File: src/rtl/mcog_pkg.sv
`timescale 1ns / 1ps
`default_nettype none
// ----------------------------------------------------------------------------
// Midpoint circle octant generator package
// Shared constants, request and status codes and the octant point table.
// ----------------------------------------------------------------------------
package mcog_pkg;

   // Default field widths
   localparam int RADIUS_BITS_DEF = 10;
   localparam int COORD_BITS_DEF  = 12;

   // Depth of the job queue between step logic and point emitter
   localparam int JOB_QUEUE_DEPTH = 4;

   // Eight symmetric points per step
   localparam int POINTS_PER_STEP = 8;
   localparam int PT_IDX_BITS     = 3;

   // Request kinds (req_tuser)
   localparam logic REQ_START   = 1'b0;
   localparam logic REQ_ADVANCE = 1'b1;

   // Result status (rsp_tuser[1])
   localparam logic STATUS_POINT = 1'b0;
   localparam logic STATUS_IDLE  = 1'b1;

   // How one octant point is formed from (x, y):
   // swap selects (y, x) instead of (x, y); neg_a/neg_b subtract the term
   typedef struct packed {
      logic swap;
      logic neg_a;
      logic neg_b;
   } point_sel_type;

   function automatic point_sel_type point_sel(input logic [PT_IDX_BITS-1:0] idx);
      point_sel_type sel;
      begin
         case (idx)
            3'd0:    sel = '{swap: 1'b0, neg_a: 1'b0, neg_b: 1'b1};
            3'd1:    sel = '{swap: 1'b0, neg_a: 1'b1, neg_b: 1'b0};
            3'd2:    sel = '{swap: 1'b0, neg_a: 1'b1, neg_b: 1'b1};
            3'd3:    sel = '{swap: 1'b1, neg_a: 1'b0, neg_b: 1'b0};
            3'd4:    sel = '{swap: 1'b1, neg_a: 1'b0, neg_b: 1'b1};
            3'd5:    sel = '{swap: 1'b1, neg_a: 1'b1, neg_b: 1'b0};
            3'd6:    sel = '{swap: 1'b1, neg_a: 1'b1, neg_b: 1'b1};
            3'd7:    sel = '{swap: 1'b0, neg_a: 1'b0, neg_b: 1'b0};
            default: sel = '{swap: 1'b0, neg_a: 1'b0, neg_b: 1'b0};
         endcase
         return sel;
      end
   endfunction

endpackage
`default_nettype wire

File: src/rtl/mcog_front.sv
`timescale 1ns / 1ps
`default_nettype none
// ----------------------------------------------------------------------------
// Midpoint circle step front end
// Accepts request items, keeps the circle state, runs one midpoint step per
// active advance and pushes a job {idle, done, y, x, cy, cx} to the queue.
// ----------------------------------------------------------------------------
module mcog_front
   import mcog_pkg::*;
#(
   parameter int RADIUS_BITS = RADIUS_BITS_DEF,
   parameter int COORD_BITS  = COORD_BITS_DEF,
   localparam int REQ_DATA_W = ((2 * COORD_BITS + RADIUS_BITS + 7) / 8) * 8,
   localparam int JOB_W      = 2 * COORD_BITS + 2 * RADIUS_BITS + 2
) (
   input  wire logic                  clock,
   input  wire logic                  reset,
   input  wire logic                  req_tvalid,
   output logic                       req_tready,
   input  wire logic [REQ_DATA_W-1:0] req_tdata,
   input  wire logic                  req_tuser,
   output logic                       job_valid,
   input  wire logic                  job_ready,
   output logic [JOB_W-1:0]           job_data
);

   localparam int DEC_BITS = RADIUS_BITS + 4;

   // Circle state
   logic signed [COORD_BITS-1:0] cx_ff, cx_in;
   logic signed [COORD_BITS-1:0] cy_ff, cy_in;
   logic [RADIUS_BITS-1:0]       x_ff, x_in;
   logic [RADIUS_BITS-1:0]       y_ff, y_in;
   logic signed [DEC_BITS-1:0]   dec_ff, dec_in;
   logic                         active_ff, active_in;

   // Request fields
   logic [COORD_BITS-1:0]  f_cx;
   logic [COORD_BITS-1:0]  f_cy;
   logic [RADIUS_BITS-1:0] f_rad;
   logic                   accept;

   // Step datapath
   logic [RADIUS_BITS:0]   x_inc;
   logic [DEC_BITS-1:0]    x_inc_ext;
   logic [DEC_BITS-1:0]    y_dec;
   logic [DEC_BITS-1:0]    dec_east;
   logic [DEC_BITS-1:0]    dec_diag;
   logic [RADIUS_BITS-1:0] x_step;
   logic [RADIUS_BITS-1:0] y_step;
   logic                   step_done;
   logic                   job_done;
   logic                   job_idle;

   assign f_cx  = req_tdata[COORD_BITS-1:0];
   assign f_cy  = req_tdata[2*COORD_BITS-1:COORD_BITS];
   assign f_rad = req_tdata[2*COORD_BITS+RADIUS_BITS-1:2*COORD_BITS];

   // Every item becomes exactly one job
   assign req_tready = job_ready;
   assign job_valid  = req_tvalid;
   assign accept     = req_tvalid && job_ready;

   // One midpoint step
   always_comb begin
      x_inc     = {1'b0, x_ff} + 1'b1;
      x_inc_ext = {{(DEC_BITS - RADIUS_BITS - 1){1'b0}}, x_inc};
      y_dec     = {{(DEC_BITS - RADIUS_BITS){1'b0}}, y_ff} - 1'b1;
      dec_east  = dec_ff + {x_inc_ext[DEC_BITS-2:0], 1'b1};
      dec_diag  = dec_east - {y_dec[DEC_BITS-2:0], 1'b0};
      x_step    = x_inc[RADIUS_BITS-1:0];
      y_step    = dec_ff[DEC_BITS-1] ? y_ff : y_dec[RADIUS_BITS-1:0];
      step_done = (x_step >= y_step);
   end

   // Next state and job contents
   always_comb begin
      cx_in     = cx_ff;
      cy_in     = cy_ff;
      x_in      = x_ff;
      y_in      = y_ff;
      dec_in    = dec_ff;
      active_in = active_ff;
      job_done  = 1'b0;
      job_idle  = 1'b0;
      case (req_tuser)
         REQ_START: begin
            cx_in     = f_cx;
            cy_in     = f_cy;
            x_in      = '0;
            y_in      = f_rad;
            dec_in    = DEC_BITS'(1) - {{(DEC_BITS - RADIUS_BITS){1'b0}}, f_rad};
            active_in = (f_rad != '0);
            job_done  = (f_rad == '0);
         end
         REQ_ADVANCE: begin
            if (active_ff) begin
               x_in      = x_step;
               y_in      = y_step;
               dec_in    = dec_ff[DEC_BITS-1] ? dec_east : dec_diag;
               active_in = !step_done;
               job_done  = step_done;
            end else begin
               job_idle  = 1'b1;
            end
         end
         default: begin
            job_idle = 1'b1;
         end
      endcase
   end

   assign job_data = {job_idle, job_done, y_in, x_in, cy_in, cx_in};

   // State registers
   always_ff @(posedge clock) begin
      if (reset) begin
         cx_ff     <= '0;
         cy_ff     <= '0;
         x_ff      <= '0;
         y_ff      <= '0;
         dec_ff    <= '0;
         active_ff <= 1'b0;
      end else if (accept) begin
         cx_ff     <= cx_in;
         cy_ff     <= cy_in;
         x_ff      <= x_in;
         y_ff      <= y_in;
         dec_ff    <= dec_in;
         active_ff <= active_in;
      end
   end

endmodule
`default_nettype wire

File: src/rtl/mcog_queue.sv
`timescale 1ns / 1ps
`default_nettype none
// ----------------------------------------------------------------------------
// Job queue
// Small synchronous FIFO that decouples the step logic from the emitter.
// ----------------------------------------------------------------------------
module mcog_queue
   import mcog_pkg::*;
#(
   parameter int WIDTH = 8,
   parameter int DEPTH = JOB_QUEUE_DEPTH
) (
   input  wire logic             clock,
   input  wire logic             reset,
   input  wire logic             in_valid,
   output logic                  in_ready,
   input  wire logic [WIDTH-1:0] in_data,
   output logic                  out_valid,
   input  wire logic             out_ready,
   output logic [WIDTH-1:0]      out_data
);

   localparam int PTR_BITS = (DEPTH > 1) ? $clog2(DEPTH) : 1;
   localparam int CNT_BITS = $clog2(DEPTH + 1);

   logic [WIDTH-1:0]    entry_ff [DEPTH];
   logic [PTR_BITS-1:0] wr_ptr_ff, wr_ptr_in;
   logic [PTR_BITS-1:0] rd_ptr_ff, rd_ptr_in;
   logic [CNT_BITS-1:0] count_ff, count_in;
   logic                push;
   logic                pop;

   assign in_ready  = (count_ff != CNT_BITS'(DEPTH));
   assign out_valid = (count_ff != '0);
   assign out_data  = entry_ff[rd_ptr_ff];
   assign push      = in_valid && in_ready;
   assign pop       = out_valid && out_ready;

   // Pointer and fill count update
   always_comb begin
      wr_ptr_in = wr_ptr_ff;
      rd_ptr_in = rd_ptr_ff;
      count_in  = count_ff;
      if (push) begin
         wr_ptr_in = (wr_ptr_ff == PTR_BITS'(DEPTH - 1)) ? '0 : wr_ptr_ff + 1'b1;
      end
      if (pop) begin
         rd_ptr_in = (rd_ptr_ff == PTR_BITS'(DEPTH - 1)) ? '0 : rd_ptr_ff + 1'b1;
      end
      if (push && !pop) begin
         count_in = count_ff + 1'b1;
      end else if (pop && !push) begin
         count_in = count_ff - 1'b1;
      end
   end

   always_ff @(posedge clock) begin
      if (reset) begin
         wr_ptr_ff <= '0;
         rd_ptr_ff <= '0;
         count_ff  <= '0;
      end else begin
         wr_ptr_ff <= wr_ptr_in;
         rd_ptr_ff <= rd_ptr_in;
         count_ff  <= count_in;
      end
   end

   // Entry storage, no reset
   always_ff @(posedge clock) begin
      if (push) begin
         entry_ff[wr_ptr_ff] <= in_data;
      end
   end

endmodule
`default_nettype wire

File: src/rtl/mcog_back.sv
`timescale 1ns / 1ps
`default_nettype none
// ----------------------------------------------------------------------------
// Octant point emitter
// Takes one job from the queue and emits its eight symmetric points, one per
// cycle unless stalled, or one idle status item, via a registered output stage.
// ----------------------------------------------------------------------------
module mcog_back
   import mcog_pkg::*;
#(
   parameter int RADIUS_BITS = RADIUS_BITS_DEF,
   parameter int COORD_BITS  = COORD_BITS_DEF,
   localparam int PT_BITS    = COORD_BITS + 1,
   localparam int RSP_DATA_W = ((2 * PT_BITS + 7) / 8) * 8,
   localparam int JOB_W      = 2 * COORD_BITS + 2 * RADIUS_BITS + 2
) (
   input  wire logic             clock,
   input  wire logic             reset,
   input  wire logic             job_valid,
   output logic                  job_ready,
   input  wire logic [JOB_W-1:0] job_data,
   output logic                  rsp_tvalid,
   input  wire logic             rsp_tready,
   output logic [RSP_DATA_W-1:0] rsp_tdata,
   output logic                  rsp_tlast,
   output logic [1:0]            rsp_tuser
);

   localparam int SUM_W = ((RADIUS_BITS > COORD_BITS) ? RADIUS_BITS : COORD_BITS) + 2;

   // Job fields
   logic [COORD_BITS-1:0]  j_cx;
   logic [COORD_BITS-1:0]  j_cy;
   logic [RADIUS_BITS-1:0] j_x;
   logic [RADIUS_BITS-1:0] j_y;
   logic                   j_done;
   logic                   j_idle;

   // Point sequencing
   logic [PT_IDX_BITS-1:0] idx_ff, idx_in;
   point_sel_type          sel;
   logic                   load;
   logic                   fire;
   logic                   last_pt;

   // Point arithmetic
   logic [RADIUS_BITS-1:0] term_a;
   logic [RADIUS_BITS-1:0] term_b;
   logic [SUM_W-1:0]       cx_ext;
   logic [SUM_W-1:0]       cy_ext;
   logic [SUM_W-1:0]       a_ext;
   logic [SUM_W-1:0]       b_ext;
   logic [SUM_W-1:0]       sum_x;
   logic [SUM_W-1:0]       sum_y;

   // Output stage
   logic                   valid_ff, valid_in;
   logic [PT_BITS-1:0]     px_ff, px_in;
   logic [PT_BITS-1:0]     py_ff, py_in;
   logic                   last_ff, last_in;
   logic                   done_ff, done_in;
   logic                   status_ff, status_in;

   assign {j_idle, j_done, j_y, j_x, j_cy, j_cx} = job_data;

   // Output register takes a new item when empty or being drained
   assign load      = !valid_ff || rsp_tready;
   assign fire      = load && job_valid;
   assign last_pt   = j_idle || (idx_ff == PT_IDX_BITS'(POINTS_PER_STEP - 1));
   assign job_ready = load && last_pt;

   // Octant point for the current index
   always_comb begin
      sel    = point_sel(idx_ff);
      term_a = sel.swap ? j_y : j_x;
      term_b = sel.swap ? j_x : j_y;
      cx_ext = {{(SUM_W - COORD_BITS){j_cx[COORD_BITS-1]}}, j_cx};
      cy_ext = {{(SUM_W - COORD_BITS){j_cy[COORD_BITS-1]}}, j_cy};
      a_ext  = {{(SUM_W - RADIUS_BITS){1'b0}}, term_a};
      b_ext  = {{(SUM_W - RADIUS_BITS){1'b0}}, term_b};
      sum_x  = sel.neg_a ? (cx_ext - a_ext) : (cx_ext + a_ext);
      sum_y  = sel.neg_b ? (cy_ext - b_ext) : (cy_ext + b_ext);
   end

   // Next index and output stage contents
   always_comb begin
      idx_in    = idx_ff;
      valid_in  = valid_ff;
      px_in     = px_ff;
      py_in     = py_ff;
      last_in   = last_ff;
      done_in   = done_ff;
      status_in = status_ff;
      if (load) begin
         valid_in = job_valid;
      end
      if (fire) begin
         idx_in    = last_pt ? '0 : idx_ff + 1'b1;
         last_in   = last_pt;
         if (j_idle) begin
            px_in     = '0;
            py_in     = '0;
            done_in   = 1'b0;
            status_in = STATUS_IDLE;
         end else begin
            px_in     = sum_x[PT_BITS-1:0];
            py_in     = sum_y[PT_BITS-1:0];
            done_in   = j_done;
            status_in = STATUS_POINT;
         end
      end
   end

   // Control registers
   always_ff @(posedge clock) begin
      if (reset) begin
         idx_ff   <= '0;
         valid_ff <= 1'b0;
      end else begin
         idx_ff   <= idx_in;
         valid_ff <= valid_in;
      end
   end

   // Payload registers
   always_ff @(posedge clock) begin
      px_ff     <= px_in;
      py_ff     <= py_in;
      last_ff   <= last_in;
      done_ff   <= done_in;
      status_ff <= status_in;
   end

   assign rsp_tvalid = valid_ff;
   assign rsp_tdata  = {{(RSP_DATA_W - 2 * PT_BITS){1'b0}}, py_ff, px_ff};
   assign rsp_tlast  = last_ff;
   assign rsp_tuser  = {status_ff, done_ff};

endmodule
`default_nettype wire

File: src/rtl/midpoint_circle_octant_generator.sv
`timescale 1ns / 1ps
`default_nettype none
// ----------------------------------------------------------------------------
// Midpoint circle octant generator
// Rasterizes a circle by the midpoint method with eight-way symmetry.
//
//   channel | dir | tdata (low bit up)             | tuser               | tlast
//   req     | in  | center_x, center_y, radius     | req_type            | -
//   rsp     | out | point_x, point_y               | arc_done, status    | last_in_run
//
// A start or advance item passes through the step logic combinationally and
// becomes one job in a four-entry queue. The emitter sends eight points per
// job, one per cycle while not stalled, or one idle status item per idle advance.
// Requests are taken every cycle until the queue is full; the output register
// lets the emitter load a new point in the cycle the previous one is taken.
// Reset is synchronous and empties the queue and the output stage.
// ----------------------------------------------------------------------------
module midpoint_circle_octant_generator
   import mcog_pkg::*;
#(
   parameter int RADIUS_BITS = RADIUS_BITS_DEF,
   parameter int COORD_BITS  = COORD_BITS_DEF,
   localparam int REQ_DATA_W = ((2 * COORD_BITS + RADIUS_BITS + 7) / 8) * 8,
   localparam int RSP_DATA_W = ((2 * (COORD_BITS + 1) + 7) / 8) * 8
) (
   input  wire logic                  clock,
   input  wire logic                  reset,
   input  wire logic                  req_tvalid,
   output logic                       req_tready,
   input  wire logic [REQ_DATA_W-1:0] req_tdata,   // center_x, center_y, radius
   input  wire logic                  req_tuser,   // req_type
   output logic                       rsp_tvalid,
   input  wire logic                  rsp_tready,
   output logic [RSP_DATA_W-1:0]      rsp_tdata,   // point_x, point_y
   output logic                       rsp_tlast,   // last_in_run
   output logic [1:0]                 rsp_tuser    // arc_done, status
);

   localparam int JOB_W = 2 * COORD_BITS + 2 * RADIUS_BITS + 2;

   logic             push_valid;
   logic             push_ready;
   logic [JOB_W-1:0] push_data;
   logic             pop_valid;
   logic             pop_ready;
   logic [JOB_W-1:0] pop_data;

   // Step logic
   mcog_front #(
      .RADIUS_BITS (RADIUS_BITS),
      .COORD_BITS  (COORD_BITS)
   ) u_front (
      .clock      (clock),
      .reset      (reset),
      .req_tvalid (req_tvalid),
      .req_tready (req_tready),
      .req_tdata  (req_tdata),
      .req_tuser  (req_tuser),
      .job_valid  (push_valid),
      .job_ready  (push_ready),
      .job_data   (push_data)
   );

   // Job queue
   mcog_queue #(
      .WIDTH (JOB_W),
      .DEPTH (JOB_QUEUE_DEPTH)
   ) u_queue (
      .clock     (clock),
      .reset     (reset),
      .in_valid  (push_valid),
      .in_ready  (push_ready),
      .in_data   (push_data),
      .out_valid (pop_valid),
      .out_ready (pop_ready),
      .out_data  (pop_data)
   );

   // Point emitter
   mcog_back #(
      .RADIUS_BITS (RADIUS_BITS),
      .COORD_BITS  (COORD_BITS)
   ) u_back (
      .clock      (clock),
      .reset      (reset),
      .job_valid  (pop_valid),
      .job_ready  (pop_ready),
      .job_data   (pop_data),
      .rsp_tvalid (rsp_tvalid),
      .rsp_tready (rsp_tready),
      .rsp_tdata  (rsp_tdata),
      .rsp_tlast  (rsp_tlast),
      .rsp_tuser  (rsp_tuser)
   );

endmodule
`default_nettype wire

File: config.mk
export PLATFORM = sky130hd
export DESIGN_NAME = midpoint_circle_octant_generator
export DESIGN_NICKNAME = d
export VERILOG_FILES = /design/src/rtl/mcog_pkg.sv /design/src/rtl/mcog_front.sv /design/src/rtl/mcog_queue.sv /design/src/rtl/mcog_back.sv /design/src/rtl/midpoint_circle_octant_generator.sv
export SDC_FILE = /design/constraint.sdc
export NUM_CORES = 1
export LEC_CHECK = 0
export ABC_AREA = 1
export BUFFER_PORTS_ARGS = -buffer_cell sky130_fd_sc_hd__buf_4
export CAP_MARGIN = 10
export CORE_AREA = 2 2 129 193
export DETAILED_ROUTE_END_ITERATION = 12
export DIE_AREA = 0 0 131 195
export PLACE_DENSITY = 0.83
export SETUP_SLACK_MARGIN = 0.2
export SLEW_MARGIN = 10
export SYNTH_ARGS = -nofsm -noshare
export SYNTH_HDL_FRONTEND = slang
export SYNTH_SLANG_ARGS = --single-unit
File: constraint.sdc
create_clock -name clock -period 7.35 [get_ports clock]
set_clock_uncertainty 0.2 [all_clocks]
set_input_delay 1.1025 -clock clock [delete_from_list [all_inputs] [get_ports clock]]
set_output_delay 1.1025 -clock clock [all_outputs]
set_load 0.01 [all_outputs]
==> results.txt <==
----------------------------------------------------
[Layout]
  Nets@finish ... 1887
  Fraction of layout cells with a size suffix above 1 ... 8.37%
  Post-layout instance count excluding filler cells ... 2100
  Syn-to-layout area delta ... 9.78%
  Final instance area ... 16800 um2
  Antenna cell count ... 0

[GRT]
  Largest net degree at the start of global routing ... 91
  First-pass GRT wire length ... 57000 um
  Total global routing overflow ... 0
  Number of antenna violations at the first check in global routing ... 0
  Vias in the first global route ... 11800
  All-layer global routing usage ... 28.3%

[Critical path]
  Critical Path Source Type ... flip-flop
  Slowest cell on crit path ... dfxtp_1
  Crit Path Max Fanout ... 7
  R2R Path Start ... u_front.x_ff[0]
  Critical Path End Type ... flip-flop
  Worst endpoint data arrival time ... 4.74 ns
  Count of cells along the worst register-to-register path ... 20
  Crit path capture ... u_front.dec_ff[13]
  Crit Path Class ... reg -> reg
  Register-to-Register Setup Slack ... 2.86 ns
  Crit-path max cell delay ... 0.48 ns
  Required time reported for the critical path endpoint ... 7.60 ns
  Most prevalent standard cell on the critical path ... nand2_1
  Cell-by-cell trace of the critical path ... ha_1 -> nand3_1 -> nor3_1 -> nand2_1 -> xor2_1 -> ha_1 -> nand2_1 -> nor2_1 -> nand4_1 -> nand4_1 -> nand2_1 -> ha_1 -> nand2_1 -> nor2_1 -> nand4_1 -> nand3_1 -> nand3_1 -> nand2_1 -> nand3_1 -> a21oi_1
  Setup crit start ... u_front.x_ff[0]
  Capturing point of the worst reg2reg path ... u_front.dec_ff[13]

[CTS]
  Deepest clock path buffer count ... 3
  Buffer cell driving the clock tree root ... clkbuf_16
  CTS tree ... done
  Hold-fix buffer count after cts ... 0
  # clock sinks ... 288
  H-tree depth ... 1
  Resized cells post-CTS ... 0
  Clk Latency, worst-skew pair ... 0.52 ns
  Number of setup buffers added after CTS ... 0
  Total CTS buffers ... 25
  Clock-pin slew on the worst setup and hold paths ... 0.07 ns

[Die]
  Die area ... 25500 um2
  Starting Density ... 64.4%
  Count of boundary I/O pins ... 82
  Die Y ... 195 um
  Die boundary width ... 131 um
  Placement Rows ... 69
  Area of the placeable core ... 23700 um2

[Synthesis]
  Average cell area after synthesis ... 8.84 um2
  Most frequently used cell type in the post-synthesis netlist ... nand2_1
  Sequential area share after synthesis ... 51.6%
  Number of enable-type register cells in the synthesized netlist ... 213
  Post-synth top area share ... 41.8%
  Post-synthesis cell type with the largest combined area ... edfxtp_1
  Leading register cell type out of synthesis ... edfxtp_1
  Syn Std Cell Area ... 15300 um2
  Synth area leaders ... edfxtp_1, dfxtp_1, nand2_1
  Ranking of synthesized cells by instance count ... nand2_1, edfxtp_1, o21ai_0
  Unique cell type count in the Yosys netlist ... 45
  Proportion of register bits with asynchronous set or reset after synthesis ... 0%
  Cell count after synthesis ... 1729
  Number of flip-flops and latches in the synthesized netlist ... 288
  Synthesis Warnings ... 0

[Drt]
  Remaining number of nets flagged by the antenna check after routing ... 0
  Via count ... 12200
  Final wirelength ... 35600 um
  DRC violations left ... 0
  Router iterations before antenna repair ... 5
  Per-cell routed wire length ... 16.9 um
  Starting DRT DRC Count ... 910
  Vias per Instance ... 5.79

[Placed design]
  Placer's final routability congestion estimate ... 0.930
  Hpwl dp ... 24600 um
  Number of placed cells counting well taps ... 2055
  Total placed instance area ... 16000 um2
  Port bufs ... 69

[Timing]
  Maximum achievable frequency ... 0.223 GHz
  Final setup violation count ... 0
  RSZ-0062 raised after global routing ... no
  Actual slew at the worst max-slew pin ... 0.981 ns
  Share of the cycle needed by the critical path after routing ... 61.1%
  Final Critical Period ... 4.49 ns
  Number of endpoints with negative hold slack in the final report ... 0
  Worst max-slew margin expressed relative to the limit ... 34.6%
  Total negative slack ... 0 ns
  Count of pins over their slew limit ... 0

[Flow run]
  Max cap viols ... 0

[Power and ir drop]
  Total power divided by cell area ... 460 nW/um2
  Leakage power of the design ... 7.12 nW
  Peak supply drop ... 0.281 mV

[Worst hold path]
  Min-delay worst type ... reg -> reg

[Run status]
  Run status ... finished clean

----------------------------------------------------
metal layers:
metal	share of wire [%]	global-route usage, %	wire (um)
met1	38	32.2	13400
met2	53	51.4	18800
met3	4.6	2.74	1650
met4	4.9	15.1	1740
met5	0	0	0
critical path: cells and delay by family, from the launching register on:
family	cells	cell delay, ns
and+or+nand+nor	15	2.40
adders and majority gates	3	0.97
DFF	1	0.48
xor gates and xnor gates	1	0.22
AOI/OAI and AO/OA	1	0.14
cell usage in the layout, fill, tap and decap left out, types with 11 or more instances in the layout:
cell	instances
nand2_1	344
nor3_1	12
dfxtp_1	74
clkbuf_16	25
o21bai_1	11
o21ai_0	198
buf_4	82
nor2_1	119
o22ai_1	28
inv_1	179
ha_1	74
edfxtp_1	213
a21oi_1	138
a31oi_1	15
nand4_1	14
nand3_1	116
xor2_1	32
flip-flops by register name, summed over array words and instances (netlist names), 10 cells and up, named ones only:
register / flops
u_front.dec_ff: 14
u_front.cy_ff: 12
u_back.px_ff: 13
u_front.x_ff: 10
u_front.y_ff: 10
u_front.cx_ff: 12
u_queue.entry_ff: 184
u_back.py_ff: 13
logic make-up after synthesis:
group           after synthesis  synth area share (%)
simple gates                628                  17.0
compound gates              429                  15.3
flops                       288                  51.6
buf+inv                     266                  7.20
fa+ha+maj                    79                  6.71
xor+xnor                     38                  2.18
other cells                   1                0.0245
worst min path at each step:
stage	start	end	slack, ns	depth (start not counted)
2_1_floorplan	u_front.cx_ff[11]	u_front.cx_ff[11]	0.22	2
3_3_place_gp	u_front.cx_ff[4]	u_front.cx_ff[4]	0.23	2
3_5_place_dp	u_front.cx_ff[2]	u_front.cx_ff[2]	0.24	2
5_1_grt	u_front.cx_ff[6]	u_front.cx_ff[6]	0.28	2
4_1_cts	u_front.cx_ff[2]	u_front.cx_ff[2]	0.25	2
6_report	u_front.cx_ff[1]	u_front.cx_ff[1]	0.25	2
layout make-up:
| cell class | count | area, um2 |
|---|---|---|
| tap | 319 | 399 |
| inverter | 186 | 698 |
| fill | 1731 | 6960 |
| timing repair buffer | 82 | 616 |
| sequential | 288 | 7900 |
| multi-input combinational | 1180 | 6350 |
| clock buffer | 29 | 661 |
| clock inverter | 16 | 163 |
where the power goes:
part           internal [mW]  leakage (nW)  switching (mW)
combinational           1.39          4.09            2.70
clock                  0.751         0.400           0.567
sequential              2.19          2.63           0.120
total                   4.33          7.12            3.38
per-stage QoR:
step	util (%)	power (mW)	worst slack (ns)	hold slack, ns
final	70.7	7.72	2.86	0.247
after global routing	70.7	8.36	2.52	0.276
after CTS	70.7	7.69	2.97	0.250
after detailed placement	67.2	6.37	3.01	0.240
after global placement	67.2	6.25	3.08	0.233
after floorplan	-	5.34	3.07	0.225
No activity file was read; power rests on OpenSTA's default activity.
